[src/rtl/cwrt_pkg.sv]
`timescale 1ns / 1ps
`default_nettype none
// ----------------------------------------------------------------------------
// cwrt_pkg
// Shared types for the contiguous write range tracker.
// ----------------------------------------------------------------------------
package cwrt_pkg;

	localparam int OFF_W = 48;
	localparam int END_W = 49;
	localparam int LEN_W = 32;
	localparam int MSG_W = 48;
	localparam int CNT_W = 32;

	typedef enum logic [1:0] {
		ST_MERGED   = 2'd0,
		ST_ZERO_LEN = 2'd1,
		ST_FULL     = 2'd2,
		ST_OVERFLOW = 2'd3
	} status_t;

	typedef struct packed {
		logic [OFF_W-1:0] offset;
		logic [END_W-1:0] wend;
		logic [CNT_W-1:0] msgs;
		status_t          kind;
	} req_t;

	typedef struct packed {
		logic [OFF_W-1:0] rstart;
		logic [END_W-1:0] rend;
		logic [MSG_W-1:0] rmsgs;
	} range_t;

	typedef enum logic [2:0] {
		BK_IDLE,
		BK_READ,
		BK_PROC,
		BK_FINISH,
		BK_COMMIT
	} bk_state_t;

endpackage
`default_nettype wire

[src/rtl/cwrt_front.sv]
`timescale 1ns / 1ps
`default_nettype none
// ----------------------------------------------------------------------------
// cwrt_front
// Accepts write requests, classifies them and queues them for the back end.
// ----------------------------------------------------------------------------
module cwrt_front #(
	parameter int OFFSET_BITS = 48
) (
	input  wire                              clk,
	input  wire                              arst_n,
	input  wire                              in_valid,
	output logic                             in_ready,
	input  wire  [cwrt_pkg::OFF_W-1:0]       write_offset,
	input  wire  [cwrt_pkg::LEN_W-1:0]       write_length,
	input  wire  [cwrt_pkg::CNT_W-1:0]       message_count,
	output logic                             req_valid,
	input  wire                              req_pop,
	output cwrt_pkg::req_t                   req
);
	import cwrt_pkg::*;

	localparam logic [63:0] END_LIMIT = (64'd1 << OFFSET_BITS) - 64'd1;

	req_t       q_mem_q [2];
	logic       wp_q;
	logic       rp_q;
	logic [1:0] cnt_q;
	logic [END_W-1:0] sum;
	req_t       new_req;
	logic       push;

	assign sum = END_W'(write_offset) + END_W'(write_length);

	always_comb begin
		new_req.offset = write_offset;
		new_req.wend   = sum;
		new_req.msgs   = message_count;
		if (write_length == '0) begin
			new_req.kind = ST_ZERO_LEN;
		end else if (64'(sum) > END_LIMIT) begin
			new_req.kind = ST_OVERFLOW;
		end else begin
			new_req.kind = ST_MERGED;
		end
	end

	assign in_ready  = (cnt_q != 2'd2);
	assign push      = in_valid && in_ready;
	assign req_valid = (cnt_q != 2'd0);
	assign req       = q_mem_q[rp_q];

	always_ff @(posedge clk) begin
		if (push) begin
			q_mem_q[wp_q] <= new_req;
		end
	end

	always_ff @(posedge clk or negedge arst_n) begin
		if (!arst_n) begin
			wp_q  <= 1'b0;
			rp_q  <= 1'b0;
			cnt_q <= 2'd0;
		end else begin
			if (push) begin
				wp_q <= ~wp_q;
			end
			if (req_pop) begin
				rp_q <= ~rp_q;
			end
			cnt_q <= cnt_q + 2'(push) - 2'(req_pop);
		end
	end

endmodule
`default_nettype wire

[config.mk]
export PLATFORM = sky130hd
export DESIGN_NAME = cwrt_front
export DESIGN_NICKNAME = d
export VERILOG_FILES = /design/src/rtl/cwrt_pkg.sv /design/src/rtl/cwrt_front.sv
export SDC_FILE = /design/constraint.sdc
export NUM_CORES = 1
export LEC_CHECK = 0
export BUFFER_PORTS_ARGS = -buffer_cell sky130_fd_sc_hd__clkbuf_2
export CAP_MARGIN = 20
export CELL_PAD_IN_SITES_DETAIL_PLACEMENT = 0
export CELL_PAD_IN_SITES_GLOBAL_PLACEMENT = 1
export CORE_MARGIN = 1
export CORE_UTILIZATION = 49
export CTS_CLUSTER_SIZE = 12
export DETAILED_ROUTE_END_ITERATION = 7
export HOLD_SLACK_MARGIN = 0.08
export PLACE_DENSITY = 0.92
export SLEW_MARGIN = 20
export SYNTH_ARGS = -nofsm -noshare
export SYNTH_HDL_FRONTEND = slang
export SYNTH_SLANG_ARGS = --single-unit
export TNS_END_PERCENT = 20
[constraint.sdc]
create_clock -name clk -period 10.6 [get_ports clk]
set_clock_uncertainty 0.15 [all_clocks]
set_input_delay 0.53 -clock clk [delete_from_list [all_inputs] [get_ports clk]]
set_output_delay 0.53 -clock clk [all_outputs]
set_load 0.01 [all_outputs]
# Yosys cells after proc, flatten, opt, wreduce, memory -nomap -nowiden
# Memories as Yosys holds them, arrays and structs flattened.
# Cells that the tools add are included.
[word_totals]
reg_bits = 4
ramBits = 262
out_inout_bits = 133
inputBits = 116
memories = 1
wordCells = 18
[mem_list]
columns = ["name", "words", "word_bits", "rd", "rd_ports_with_merged_regs", "write_ports", "line", "source"]
rows = [
  ["q_mem_q", 2, 131, 1, 0, 1, "cwrt_front.sv:25", "req_t q_mem_q [2];"],
]
[classes]
reduce_logical = 3
n_addsub = 3
order_cmp = 1
mux = 4
bitwise_logic = 2
n_eq_ne = 1
[ops]
columns = ["cell", "n"]
rows = [
  ["$add A48 B32 Y49", 1],
  ["$gt A49 B48 Y1 const B", 1],
  ["$logic_not A32 Y1", 1],
  ["$mux W2", 2],
  ["$add A2 B1 Y2", 1],
  ["$mux W1", 2],
  ["$ne A2 B2 Y1 const B", 1],
  ["$not A1 Y1", 2],
  ["$reduce_bool A2 Y1", 1],
  ["$sub A2 B1 Y2", 1],
  ["$logic_and A1 B1 Y1", 1],
]

# Depth between registers and ports, before layout
[depth]
depth_word = 4
mapped_depth = 11
ltp_nobuf = 11

# Least setup slack after synthesis
# OpenSTA, ideal clock, no wires.
[synth_path]
kind = "register to register"
start = "reg cnt_q[1]"
end = "mem q_mem_q[0][0] (netlist bit), enable pin"
setup_slack_ns = 3.723
synth_period_minus_slack_ns = 6.877
n_path_buf = 0
stages_incl_launch_ff = 4
t_required_ns = 9.827
setup_ns = 0.623
arrival_time_ns = 6.104
cell_sequence = "dfrtp_1 -> nand2b_1 -> nand2_1 -> nor2_1"
[synth_between]
elab_chain_len = 4
[synth_rtl]
columns = ["item", "line", "source"]
rows = [
  ["from (decl)", "cwrt_front.sv:28", "logic [1:0] cnt_q;"],
  ["from (signal assigned)", "cwrt_front.sv:71", "cnt_q <= cnt_q + 2'(push) - 2'(req_pop);"],
  ["$ne A2 B2 Y1", "cwrt_front.sv:48", "assign in_ready = (cnt_q != 2'd2);"],
  ["named net in_ready", "cwrt_front.sv:13", "output logic in_ready,"],
  ["$logic_and A1 B1 Y1", "cwrt_front.sv:49", "assign push = in_valid && in_ready;"],
  ["$mux W1", "cwrt_front.sv:54", "if (push) begin"],
  ["$mux W1 (implied by the code)", "cwrt_front.sv:55", "q_mem_q[wp_q] <= new_req;"],
  ["to (decl)", "cwrt_front.sv:25", ""],
]
# The timed path passes the listed nets, and every way through them passes these cells.

==> results.md <==
* Met1 wire length at 10770 µm
* Initial Util at between 50% and 60%
* Post-synth net total at 889
* Number of global-route vias before repair at 7610
* Buffers added on ports at 248
* Die area at 24750 µm²
* Antenna Cells at 0
* TritonCTS clock tree: yes
* I/O pins at 249
* Slowest cell on crit path: dfrtp_4
* Yosys top cell by area: edfxtp_1
* Synth Instances at 738
* Num CTS Buffers at 28
* Worst Path Required at 9.92 ns
* Post-cts gate resize count at 0
* Crit path DAT at around 3.0 ns
* Area delta synth->final at 26.90%
* Synth Cell Area at 11820 µm²
* Distinct cells, synth at 57
* Status: finished clean
* Final ANT Viol Nets at 0
* Number of synthesized flops with an enable pin at roughly 260
* Peak fanout along the critical path at 73
* Slew Limit Headroom at 27.99%
* Max cap viols at 0
* DR WL met3 at ~1500 µm
* Crit end category: output pin
* Final net count at 1221
* Final Hold Vio Count at 0
* Worst hold path class: in2reg
* Core area at 23540 µm²
* CP Class: reg2out
* Max Root-Sink Buffers at 3
* CP delay by family, top: buffers and inverters
* Synth warn at 0
* Clk_lat worst skew at 0.53 ns
* Highest routed metal layer: met4
* Ranking of synthesized cells by area: edfxtp_1 (67%), mux2_2 (12%), ha_1 (3.6%)
* First-pass GRT wire length at 39190 µm
* F_max at 0.2701 GHz
* Setup TNS at 0 ns
* Site row count at 56
* Gr usage total at a little over 20%
* Final min period at 3.702 ns
* Critical path launch point type: flop
* Sequential share of the synthesized area at 67.41%
* Grt total ovfl at 0
* Via count at between 7000 and 8000
* Syn_area_per_cell at 16.02 µm²
* CTS HTree Levels at 1
* Pwr Density at ~240 nW/µm²
* Peak supply drop at 0.0001673 V
* Commonest non-fill, non-tap cell in the layout: edfxtp_1
* Placed inst area at 13410 µm²
* Routed wire per std cell at 18.32 µm
* Root Driver: clkbuf_16
* Most frequent cells in the layout: edfxtp_1 (262), clkbuf_2 (248), mux2_2 (131)
* Layout cell share with drive strength beyond 1 at 40.46%
* Fill cell count at 1752
* Via density at 5.255
* Clk sinks at 266
* Initial DRC count at 379
* Drt pass-1 iters at 5
* FFs w/ async S/R, synth at under 10%
* Fin. max-slew vios at 0
* Initial antenna violation count at 0
* RSZ-0062 raised after global routing: no
* Top-area cell type share of the netlist area at approximately 67%
* Leak Pwr at 0.005754 µW
* Die Wd at 157.3 µm
* Post-Route WL at 25810 µm
* DR DRC count at 0
* Commonest register cell after synthesis: edfxtp_1
* Period utilization at 34.92%
* Fin area at about 15000 µm²
* Largest net degree at the start of global routing at 78
* Crit-path max cell delay at approximately 0.97 ns
* Yosys reg bits at 266
* Slew @ Worst Pin at 1.080 ns
* GP Congestion at ~0.82
* Final setup viols at 0
* Die Y at 157.3 µm
* Clk slew on worst S/H paths at 0.06 ns
* Met2 WL post-DR at 12910 µm
* Crit-path cells: buf_4, mux2_2, clkbuf_2
* Worst Path Buf+Inv at 2
* HPWL Detailed at 16880 µm
==> layer usage <==
metal	vias up	track usage [%]
met5	-	0
met4	0	6.241
met3	50	4.130
met2	235	36.30
met1	3570	25.36
li1	3549	-
==> layout make-up <==
cell class                      instances  area, µm²  share of cell area, %
Clock buffer                           42      773.2                  5.155
Clock inverter                          8      80.08                 0.5339
Inverter                               10      37.54                 0.2503
Multi-Input combinational cell        438       3726                  24.84
Sequential cell                       266       7971                  53.14
Tap cell                              319      399.1                  2.661
Timing Repair Buffer                  326       2012                  13.41
==> kinds of logic (layout without fill, tap and decap cells) <==
| family | after synthesis | after routing | share of synthesized area, % |
|---|---|---|---|
| XOR/XNOR | 48 | 48 | 3.557 |
| flip-flops | 266 | 266 | 67.41 |
| AND/OR/NAND/NOR | 109 | 109 | 4.742 |
| adder cells (fa/ha/maj) | 35 | 35 | 3.768 |
| buffers and inverters | 34 | 386 | 1.175 |
| AO/OA/AOI/OAI | 115 | 115 | 6.870 |
| multiplexers | 131 | 131 | 12.48 |
==> worst register-to-register path: stages (launching register included) <==
cell      delay, ns
dfrtp_1        0.40
nand2b_1       0.14
and3_4         0.81
buf_4          0.85
==> metrics by stage <==
stage	util, %	setup slack (ns)	total power [µW]	hold slack [ns]	instances
finish	63.71	6.898	3575	0.1059	1409
global route	63.71	6.699	3749	0.08622	1409
CTS	63.71	6.824	3604	0.08013	1409
detailed placement	56.94	6.988	2672	0.1991	1285
global placement	56.94	7.042	2649	0.1965	1285
floorplan	-	3.723	2283	0.08441	738
==> worst paths after layout <==
kind	start	end	slack (ns)	cells past startpoint
setup / recovery	rp_q	req[96]	6.90	3
max in group asynchronous	arst_n	rp_q	9.94	2
hold reg to reg	cnt_q[1]	cnt_q[1]	0.35	1
hold / removal	write_offset[36]	q_mem_q[1][119]	0.11	1
min in group asynchronous	arst_n	rp_q	0.22	2
setup reg to reg	cnt_q[1]	q_mem_q[1][94]	7.81	3
==> repair_timing <==
item / CTS / global route
setup buffers: 0 / 0
endpoints found under the setup margin: 0 / 0
endpoints found under the hold margin: 149 / 0
hold buffers: 74 / 0
==> state kept, by name, summed over array words and instances, names as in the netlist <==
signal and count:
rp_q 1, q_mem_q 262, cnt_q 2, wp_q 1
==> power breakdown <==
group	internal (µW)	switching (µW)
sequential	1460	97.1
combinational	495	614
clock	526	379
==> cells in the mapped netlist, types with 14 or more instances <==
library cell / instances
xnor2_1: 34
nor2_1: 21
clkbuf_1: 15
edfxtp_1: 262
mux2_2: 131
ha_1: 34
nand2_1: 29
o21ai_0: 16
a21oi_1: 37
a21o_1: 17
xor2_1: 14
Power figures use the tool's default switching activity.
